**config.mk**
```make
export PLATFORM = sky130hd
export DESIGN_NAME = spi_slave_frame_exchange_top
export DESIGN_NICKNAME = d
export VERILOG_FILES = /design/src/rtl/ssfe_pkg.sv /design/src/rtl/spi_slave_frame_exchange_top.sv
export VERILOG_INCLUDE_DIRS = /design/src /design/src/rtl
export SDC_FILE = /design/constraint.sdc
export NUM_CORES = 2
export LEC_CHECK = 0
export BUFFER_PORTS_ARGS = -buffer_cell sky130_fd_sc_hd__buf_4
export CORE_MARGIN = 2
export CORE_UTILIZATION = 36
export CTS_CLUSTER_SIZE = 12
export DETAILED_ROUTE_END_ITERATION = 8
export GPL_TIMING_DRIVEN = 0
export PLACE_DENSITY = 0.58
export SETUP_SLACK_MARGIN = 0.2
export SYNTH_ARGS = -nofsm -noshare
export SYNTH_HDL_FRONTEND = slang
export SYNTH_SLANG_ARGS = --single-unit
```
**constraint.sdc**
```tcl
create_clock -name aclk -period 7.7 [get_ports aclk]
set_input_delay 0.385 -clock aclk [delete_from_list [all_inputs] [get_ports aclk]]
set_output_delay 0.385 -clock aclk [all_outputs]
set_load 0.02 [all_outputs]
```
**src/rtl/spi_slave_frame_exchange_top_defines.svh**
```systemverilog
// Assertion macros shared by the SPI slave frame exchange RTL.
// Depends on nothing; the including module provides aclk and aresetn.
`ifndef SPI_SLAVE_FRAME_EXCHANGE_TOP_DEFINES_SVH
`define SPI_SLAVE_FRAME_EXCHANGE_TOP_DEFINES_SVH

// Same-cycle implication, sampled on aclk, off while in reset.
`define SSFE_ASSERT_IMP(label, ante, cons, msg) \
    label: assert property (@(posedge aclk) disable iff (!aresetn) (ante) |-> (cons)) \
        else $error(msg);

// Next-cycle implication, sampled on aclk, off while in reset.
`define SSFE_ASSERT_NXT(label, ante, cons, msg) \
    label: assert property (@(posedge aclk) disable iff (!aresetn) (ante) |=> (cons)) \
        else $error(msg);

`endif

```
**src/rtl/ssfe_pkg.sv**
```systemverilog
// Package for the SPI slave frame exchange: item modes, register indexes,
// frame marker bytes and mask reset values. Depends on nothing.
package ssfe_pkg;

    localparam int MASK_BITS = 35;
    localparam int CFG_IDX_W = 1;

    localparam logic [7:0] HEADER_BYTE = 8'hAA;
    localparam logic [7:0] FOOTER_BYTE = 8'h55;

    localparam logic [MASK_BITS-1:0] READ_MASK_RESET  = 35'h3FFFFFC00;
    localparam logic [MASK_BITS-1:0] WRITE_MASK_RESET = 35'h4000003FF;

    localparam logic [CFG_IDX_W-1:0] CFG_READ_MASK  = 1'b0;
    localparam logic [CFG_IDX_W-1:0] CFG_WRITE_MASK = 1'b1;

    typedef enum logic [1:0] {
        MODE_SPI     = 2'd0,
        MODE_HOST_WR = 2'd1,
        MODE_HOST_RD = 2'd2,
        MODE_NONE    = 2'd3
    } mode_t;

endpackage

```
**src/rtl/spi_slave_frame_exchange_top.sv**
```systemverilog
// SPI slave frame exchange: receive/send frame memories, slave record table
// and the end-of-frame merge/rebuild sequencer. Depends on ssfe_pkg and
// spi_slave_frame_exchange_top_defines.svh.
//
// Usage
//   Input channel (s_*): one item per SPI byte (mode SPI) or per host access
//   (host write / host read). Result channel (m_*): exactly one result item
//   per input item, in order. Configuration port (cfg_*): write the read and
//   write byte masks while the block is idle; takes effect at once.
//   Result path: an SPI byte that does not end a frame, and every host access,
//   passes through the result state into the output register; the block
//   takes the next item at the same edge at which a ready receiver takes
//   the result, and takes no new item before its result is loaded.
//   The dummy byte after a frame starts the merge/rebuild sequencer, which
//   walks every frame byte once through a three-stage pipeline around the
//   record table, which has one write port and one read port.
//   Reset: a clearing pass walks the record table, one entry a cycle, over
//   all SLAVE_COUNT * FRAME_BYTES entries (280 by default), zeroing the send
//   frame on the way; s_ready stays low until it is over.
//   Stall: a result held by a low m_ready stays in the output register; the
//   block still accepts the next item and holds its result until the output
//   register is free.
module spi_slave_frame_exchange_top #(
    parameter int FRAME_BYTES = 35,
    parameter int SLAVE_COUNT = 8
) (
    input  logic                            aclk,
    input  logic                            aresetn,
    // input item channel
    input  logic                            s_valid,
    output logic                            s_ready,
    input  logic [1:0]                      s_mode,
    input  logic [7:0]                      s_rx_byte,
    input  logic [2:0]                      s_slave_index,
    input  logic [5:0]                      s_byte_offset,
    input  logic [7:0]                      s_host_data,
    // result item channel
    output logic                            m_valid,
    input  logic                            m_ready,
    output logic [7:0]                      m_tx_byte,
    output logic                            m_frame_done,
    output logic                            m_frame_ok,
    output logic [15:0]                     m_error_count,
    output logic [7:0]                      m_read_data,
    // configuration write port
    input  logic                            cfg_we,
    input  logic [ssfe_pkg::CFG_IDX_W-1:0]  cfg_index,
    input  logic [ssfe_pkg::MASK_BITS-1:0]  cfg_data
);

`include "spi_slave_frame_exchange_top_defines.svh"

    localparam int POS_W     = $clog2(FRAME_BYTES + 1);
    localparam int SEND_AW   = $clog2(FRAME_BYTES);
    localparam int TBL_DEPTH = SLAVE_COUNT * FRAME_BYTES;
    localparam int TBL_AW    = $clog2(TBL_DEPTH);
    localparam int SLV_W     = (SLAVE_COUNT > 1) ? $clog2(SLAVE_COUNT) : 1;

    typedef enum logic [1:0] {
        ST_CLEAR,
        ST_IDLE,
        ST_FRAME,
        ST_RESULT
    } state_t;

    state_t                         state_reg;
    logic [TBL_AW-1:0]              clr_addr_reg;
    logic [POS_W-1:0]               byte_pos_reg;
    logic [SLV_W-1:0]               nss_reg;
    logic [SLV_W-1:0]               nss_next;
    logic [15:0]                    bad_cnt_reg;
    logic [ssfe_pkg::MASK_BITS-1:0] rmask_reg;
    logic [ssfe_pkg::MASK_BITS-1:0] wmask_reg;

    // frame check bytes, captured as they arrive
    logic [7:0]                     hdr_reg;
    logic [7:0]                     slv_reg;
    logic [7:0]                     ftr_reg;
    logic                           ok_reg;
    logic                           frame_ok_now;

    // item bookkeeping for the result
    ssfe_pkg::mode_t                mode_reg;
    logic                           in_range_reg;
    logic                           frame_end_reg;

    // merge/rebuild sequencer
    logic [POS_W-1:0]               k_reg;
    logic [TBL_AW-1:0]              dst_base_reg;
    logic [TBL_AW-1:0]              src_base_reg;
    logic                           same_slave_reg;
    logic                           s1_valid_reg;
    logic [SEND_AW-1:0]             s1_idx_reg;
    logic                           s2_valid_reg;
    logic [SEND_AW-1:0]             s2_idx_reg;
    logic                           s2_wbit_reg;
    logic                           s2_byp_reg;
    logic [7:0]                     s2_rx_reg;
    logic [ssfe_pkg::MASK_BITS-1:0] rd_shift;
    logic [ssfe_pkg::MASK_BITS-1:0] wr_shift;
    logic                           s1_merge;

    // memories and their ports
    logic [7:0]                     tbl_mem [TBL_DEPTH];
    logic [7:0]                     rx_mem [FRAME_BYTES + 1];
    logic [7:0]                     send_mem [FRAME_BYTES];
    logic                           tbl_we;
    logic                           tbl_re;
    logic [TBL_AW-1:0]              tbl_waddr;
    logic [TBL_AW-1:0]              tbl_raddr;
    logic [7:0]                     tbl_wdata;
    logic [7:0]                     tbl_rdata_reg;
    logic                           rx_we;
    logic [7:0]                     rx_rdata_reg;
    logic                           send_we;
    logic [SEND_AW-1:0]             send_waddr;
    logic [7:0]                     send_wdata;
    logic [7:0]                     send_rdata_reg;

    // output register
    logic                           m_valid_reg;
    logic [7:0]                     m_tx_byte_reg;
    logic                           m_frame_done_reg;
    logic                           m_frame_ok_reg;
    logic [15:0]                    m_error_count_reg;
    logic [7:0]                     m_read_data_reg;

    logic                           accept;
    logic                           host_in_range;
    logic [TBL_AW-1:0]              host_addr;

    assign s_ready       = (state_reg == ST_IDLE);
    assign accept        = s_valid && s_ready;
    assign host_in_range = (32'(s_slave_index) < SLAVE_COUNT) &&
                           (32'(s_byte_offset) < FRAME_BYTES);
    assign host_addr     = TBL_AW'(32'(s_slave_index) * FRAME_BYTES + 32'(s_byte_offset));

    assign frame_ok_now  = (hdr_reg == ssfe_pkg::HEADER_BYTE) &&
                           (32'(slv_reg) < SLAVE_COUNT) &&
                           (ftr_reg == ssfe_pkg::FOOTER_BYTE);

    assign nss_next      = (32'(nss_reg) == SLAVE_COUNT - 1) ? '0 : nss_reg + 1'b1;

    // mask bits past the mask width shift in as zero
    assign rd_shift      = rmask_reg >> s1_idx_reg;
    assign wr_shift      = wmask_reg >> s1_idx_reg;
    assign s1_merge      = ok_reg && rd_shift[0];

    assign rx_we         = accept && (s_mode == ssfe_pkg::MODE_SPI);

    // Route the record table and the send frame between the clearing
    // pass, host accesses and the sequencer stages.
    always_comb begin
        tbl_we     = 1'b0;
        tbl_re     = 1'b0;
        tbl_waddr  = host_addr;
        tbl_wdata  = s_host_data;
        tbl_raddr  = host_addr;
        send_we    = 1'b0;
        send_waddr = s2_idx_reg;
        send_wdata = s2_wbit_reg ? (s2_byp_reg ? s2_rx_reg : tbl_rdata_reg) : 8'd0;
        unique case (state_reg)
            ST_CLEAR: begin
                tbl_we     = 1'b1;
                tbl_waddr  = clr_addr_reg;
                tbl_wdata  = 8'd0;
                send_we    = (32'(clr_addr_reg) < FRAME_BYTES);
                send_waddr = SEND_AW'(clr_addr_reg);
                send_wdata = 8'd0;
            end
            ST_IDLE: begin
                tbl_we = accept && (s_mode == ssfe_pkg::MODE_HOST_WR) && host_in_range;
                tbl_re = accept;
            end
            ST_FRAME: begin
                // stage 1 merges the received byte and fetches the send source
                tbl_we    = s1_valid_reg && s1_merge;
                tbl_waddr = dst_base_reg + TBL_AW'(s1_idx_reg);
                tbl_wdata = rx_rdata_reg;
                tbl_raddr = src_base_reg + TBL_AW'(s1_idx_reg);
                tbl_re    = s1_valid_reg;
                // stage 2 writes the send frame
                send_we   = s2_valid_reg;
            end
            ST_RESULT: begin
            end
            default: begin
            end
        endcase
    end

    always_ff @(posedge aclk) begin
        if (tbl_we) begin
            tbl_mem[tbl_waddr] <= tbl_wdata;
        end
        if (tbl_re) begin
            tbl_rdata_reg <= tbl_mem[tbl_raddr];
        end
    end

    always_ff @(posedge aclk) begin
        if (rx_we) begin
            rx_mem[byte_pos_reg] <= s_rx_byte;
        end
        rx_rdata_reg <= rx_mem[k_reg];
    end

    always_ff @(posedge aclk) begin
        if (send_we) begin
            send_mem[send_waddr] <= send_wdata;
        end
        if (accept) begin
            send_rdata_reg <= send_mem[SEND_AW'(byte_pos_reg)];
        end
    end

    // Sequencer, counters and output register.
    always_ff @(posedge aclk) begin
        if (!aresetn) begin
            state_reg    <= ST_CLEAR;
            clr_addr_reg <= '0;
            byte_pos_reg <= '0;
            nss_reg      <= SLV_W'(1 % SLAVE_COUNT);
            bad_cnt_reg  <= 16'd0;
            rmask_reg    <= ssfe_pkg::READ_MASK_RESET;
            wmask_reg    <= ssfe_pkg::WRITE_MASK_RESET;
            k_reg        <= '0;
            s1_valid_reg <= 1'b0;
            s2_valid_reg <= 1'b0;
            m_valid_reg  <= 1'b0;
        end else begin
            if (cfg_we) begin
                priority if (cfg_index == ssfe_pkg::CFG_READ_MASK) begin
                    rmask_reg <= cfg_data;
                end else if (cfg_index == ssfe_pkg::CFG_WRITE_MASK) begin
                    wmask_reg <= cfg_data;
                end
            end

            // drop a taken result unless a new one is loaded this cycle
            if (m_valid_reg && m_ready && state_reg != ST_RESULT) begin
                m_valid_reg <= 1'b0;
            end

            unique case (state_reg)
                ST_CLEAR: begin
                    clr_addr_reg <= clr_addr_reg + 1'b1;
                    if (clr_addr_reg == TBL_AW'(TBL_DEPTH - 1)) begin
                        state_reg <= ST_IDLE;
                    end
                end
                ST_IDLE: begin
                    if (accept) begin
                        mode_reg      <= ssfe_pkg::mode_t'(s_mode);
                        in_range_reg  <= host_in_range;
                        frame_end_reg <= 1'b0;
                        state_reg     <= ST_RESULT;
                        if (s_mode == ssfe_pkg::MODE_SPI) begin
                            if (byte_pos_reg == POS_W'(0)) begin
                                hdr_reg <= s_rx_byte;
                            end
                            if (byte_pos_reg == POS_W'(1)) begin
                                slv_reg <= s_rx_byte;
                            end
                            if (byte_pos_reg == POS_W'(FRAME_BYTES - 1)) begin
                                ftr_reg <= s_rx_byte;
                            end
                            if (byte_pos_reg == POS_W'(FRAME_BYTES)) begin
                                // dummy byte: check, count, start merge/rebuild
                                ok_reg         <= frame_ok_now;
                                if (!frame_ok_now) begin
                                    bad_cnt_reg <= bad_cnt_reg + 16'd1;
                                end
                                dst_base_reg   <= TBL_AW'(32'(slv_reg) * FRAME_BYTES);
                                src_base_reg   <= TBL_AW'(32'(nss_reg) * FRAME_BYTES);
                                same_slave_reg <= (32'(slv_reg) == 32'(nss_reg));
                                nss_reg        <= nss_next;
                                k_reg          <= '0;
                                frame_end_reg  <= 1'b1;
                                byte_pos_reg   <= '0;
                                state_reg      <= ST_FRAME;
                            end else begin
                                byte_pos_reg <= byte_pos_reg + 1'b1;
                            end
                        end
                    end
                end
                ST_FRAME: begin
                    // stage 0: fetch the received byte
                    s1_valid_reg <= (k_reg < POS_W'(FRAME_BYTES));
                    if (k_reg < POS_W'(FRAME_BYTES)) begin
                        s1_idx_reg <= SEND_AW'(k_reg);
                        k_reg      <= k_reg + 1'b1;
                    end
                    // stage 1 to 2: hand over; forward a byte merged into the
                    // record that is also being sent
                    s2_valid_reg <= s1_valid_reg;
                    if (s1_valid_reg) begin
                        s2_idx_reg  <= s1_idx_reg;
                        s2_wbit_reg <= wr_shift[0];
                        s2_byp_reg  <= same_slave_reg && s1_merge;
                        s2_rx_reg   <= rx_rdata_reg;
                    end
                    if (k_reg == POS_W'(FRAME_BYTES) && !s1_valid_reg && !s2_valid_reg) begin
                        state_reg <= ST_RESULT;
                    end
                end
                ST_RESULT: begin
                    // hold the result until the output register is free
                    if (!m_valid_reg || m_ready) begin
                        m_valid_reg       <= 1'b1;
                        m_tx_byte_reg     <= (mode_reg == ssfe_pkg::MODE_SPI && !frame_end_reg)
                                             ? send_rdata_reg : 8'd0;
                        m_frame_done_reg  <= frame_end_reg;
                        m_frame_ok_reg    <= frame_end_reg && ok_reg;
                        m_error_count_reg <= bad_cnt_reg;
                        m_read_data_reg   <= (mode_reg == ssfe_pkg::MODE_HOST_RD && in_range_reg)
                                             ? tbl_rdata_reg : 8'd0;
                        state_reg         <= ST_IDLE;
                    end
                end
                default: begin
                    state_reg <= ST_IDLE;
                end
            endcase
        end
    end

    assign m_valid       = m_valid_reg;
    assign m_tx_byte     = m_tx_byte_reg;
    assign m_frame_done  = m_frame_done_reg;
    assign m_frame_ok    = m_frame_ok_reg;
    assign m_error_count = m_error_count_reg;
    assign m_read_data   = m_read_data_reg;

    `SSFE_ASSERT_IMP(a_pos_range, 1'b1, 32'(byte_pos_reg) <= FRAME_BYTES, "position past frame")
    `SSFE_ASSERT_IMP(a_nss_range, 1'b1, 32'(nss_reg) < SLAVE_COUNT, "send slave out of range")
    `SSFE_ASSERT_IMP(a_ok_needs_done, m_valid, !m_frame_ok || m_frame_done, "ok without frame end")
    `SSFE_ASSERT_NXT(a_busy_after_accept, s_valid && s_ready, !s_ready, "ready after accept")
    `SSFE_ASSERT_IMP(a_err_step, bad_cnt_reg != $past(bad_cnt_reg), bad_cnt_reg == 16'($past(bad_cnt_reg) + 16'd1), "error count jumped")

endmodule

```
==> out/results.tsv <==
stage	metric	value	unit
cells_and_area	share of layout cells above drive strength 1	18.9	%
yosys	simple-gate share of the synthesized area	6.49	%
sta	Clock Skews	0.0883	ns
cells_and_area	max reg flops	2240	
setup_path	Setup CP Type	flip-flop to flip-flop	
clock_tree	Post-CTS Hold Fix Bufs	67	
yosys	Synth top area share	72.9	%
die	Starting Density	36.1	%
yosys	Avg Cell Area, Syn	18.1	um2
drt	DRC Markers	0	
clock_tree	clk_lat worst skew	0.94	ns
clock_tree	CTS sink count	3049	
status	failing checks	max-capacitance violations, max-slew violations	
yosys	Seq/Total Area, Yosys	75.0	%
die	I/O pins	104	
drt	vias after detailed routing	69200	
cells_and_area	Most flops, register	tbl_mem	
clock_tree	Clock Tree Buf Depth	4	
cells_and_area	leading registers by flop count	tbl_mem x2240, rx_mem x288, send_mem x280	
setup_path	CP startpoint	s1_idx_reg[1]	
grt	grt total ovfl	0	
setup_path	reg2reg end	tbl_rdata_reg[5]	
cells_and_area	Layout area overhead	14.4	%
status	outcome	complete, but fails checks	
drt	drt total wl	399000	um
die	die height	583	um
die	core box area	0.333	mm2
yosys	post-synthesis adder-cell area fraction	0.770	%
sta	worst slew pin tran	1.57	ns
die	width of the die	583	um
sta	max-slew violation count	68	
sta	setup TNS	0	ns
clock_tree	CTS tree	done	
drt	antenna-violating nets left	0	
yosys	commonest cells in the synthesized netlist	2926 x edfxtp_1, 845 x nand2_1, 635 x mux4_2	
setup_path	Worst Setup EP	tbl_rdata_reg[5]	
grt	pin count of the biggest net entering global routing	97	
clock_tree	cts repair resizes	0	
drt	drt first pass iters	6	
setup_path	WP data required	8.30	ns
yosys	#FFs+latches synth	3049	
sta	post-layout min period	7.51	ns
clock_tree	TritonCTS Buffers	321	
yosys	proportion of synthesized area in mux cells	12.5	%
placed_design	I/O Buffers	103	
sta	endpoints failing setup	0	
yosys	post-synthesis compound-gate area fraction	3.19	%
drt	Iter 0 DRT Violations	10500	
sta	Final Hold Slack	0.0825	ns
clock_tree	postcts setup bufs	0	
grt	number of global-route vias before repair	67400	
hold_path	Hold Path Class	primary input to flip-flop	
setup_path	Reg2Reg Depth	13	
yosys	Post-synth EDFFs	2926	
setup_path	Critical Path AT	8.11	ns
yosys	syn_nets	6813	
grt	first-pass GRT wire length	543000	um
hold_path	hold path cells	2	
die	DIE AREA	0.339	mm2
sta	max-slew headroom at the worst pin	-5.49	%
setup_path	CP endpoint kind	flip-flop	
grt	GRT Util Overall	23.0	%
power	peak supply drop	0.212	mV
yosys	Unique masters post-synth	78	
yosys	largest family of logic cells by synthesized area	multiplexers	
yosys	Synthesis Warnings	0	
yosys	cell count after synthesis	6675	
clock_tree	H-tree Lvls	5	
sta	RSZ-0062 raised after global routing	false	
die	Rows	212	
yosys	Synth Area in XOR/XNOR	0.342	%
clock_tree	CTS root buffer	clkbuf_16	
yosys	Yosys top cell by area	edfxtp_1	
sta	Tcrit/Tclk final	97.5	%
clock_tree	clock transition at the registers of the reported paths	0.06	ns
power	leak pwr	0.0444	uW
setup_path	Reg2Reg Setup Slack	0.19	ns
yosys	main flop type after synthesis	edfxtp_1	
sta	Hold Vio Cnt, Final	0	
setup_path	crit-path max FO	10	
job	maxcap violations	8	
yosys	Post-Syn Area	0.121	mm2
placed_design	DP HPWL	272000	um
drt	DR vias/cell	5.86	
setup_path	Setup crit start kind	flip-flop	
cells_and_area	nets	7341	
yosys	most common cell in the synthesized netlist	edfxtp_1	
yosys	Synth area leaders	edfxtp_1 73%, mux4_2 12%, nand2_1 2.6%	
drt	drt wl/cell	33.8	um
yosys	asr flop ratio synth	0	%
setup_path	Worst R2R Start	s1_idx_reg[1]	
grt	initial antenna violation count	37	
power	PwrDens	326	mW/mm2
placed_design	Final Wtd Congestion	0.996	
sta	fmax	133	MHz
stage by stage:
step           power [uW]  setup slack (ns)  cell area [um2]  util, %  std cells
3_3_place_gp        30700             -4.97           127000     38.0      11200
2_1_floorplan       25300              1.27           121000        -       6675
3_5_place_dp        30500            0.0454           128000     38.3      11200
6_report            45000             0.190           138000     41.4      11800
5_1_grt             45800             0.269           138000     41.4      11800
4_1_cts             44700             0.497           138000     41.3      11800
worst max-delay path, stage by stage (launching register included):
cell and delay [ns]:
edfxtp_1 0.74, fa_1 0.61, xnor2_2 0.22, a21oi_1 0.72
buf_2 0.42, buf_2 0.51, buf_1 1.10, buf_1 0.82
nand2_1 0.34, a311oi_1 0.84, a31oi_1 0.10, nand2_1 0.11
nand3_1 0.13, nand4b_1 0.50
logic make-up after synthesis:
kind of cell    after synthesis
compound gates              545
xor+xnor                     47
fa+ha+maj                    70
buf+inv                     450
flops                      3049
mux                         706
simple gates               1808
where the power goes:
part / total (uW) / switching [uW] / internal (uW) / leakage, uW
registers: 19800 / 114 / 19700 / 0.0280
clock network: 14400 / 6490 / 7940 / 0.00458
logic: 10700 / 8090 / 2640 / 0.0118
total: 45000 / 14700 / 30300 / 0.0444
layout by cell type, fill, tap and decap left out, drive strengths merged, types with 78 or more instances in the layout:
cell type	synthesis	layout
edfxtp	2926	2926
nand2	845	845
mux4	635	635
clkbuf	176	582
nor2	460	460
buf	224	362
nand3	250	250
dfxtp	123	123
clkinv	1	103
and3	102	102
a21oi	98	98
a22oi	78	78
routing by layer:
layer	part of all wire (%)	vias to the layer above	routed length [um]	GRT usage, %
li1	-	27600	-	-
met1	38	36500	152000	30.7
met2	45	4225	180000	35.2
met3	11	839	45200	5.96
met4	5.2	16	20900	10.7
met5	0.025	-	99	0
layout make-up:
class | count | area, um2
Tap cell | 4387 | 5490
Clock inverter | 123 | 885
Buffer | 400 | 1940
Sequential cell | 3049 | 90300
Inverter | 50 | 188
Antenna cell | 12 | 30.0
Timing Repair Buffer | 205 | 2260
Clock buffer | 406 | 8520
Multi-Input combinational cell | 3176 | 28300
Fill cell | 29400 | 196000
worst min path at each step:
stage | startpoint | endpoint
2_1_floorplan | k_reg[5] | s1_idx_reg[5]
5_1_grt | s_host_data[0] | tbl_mem[102][0]
6_report | s_host_data[0] | tbl_mem[102][0]
4_1_cts | s_host_data[0] | tbl_mem[102][0]
3_3_place_gp | k_reg[5] | s1_idx_reg[5]
3_5_place_dp | k_reg[5] | s1_idx_reg[5]
(Power assumes the default switching activity.)
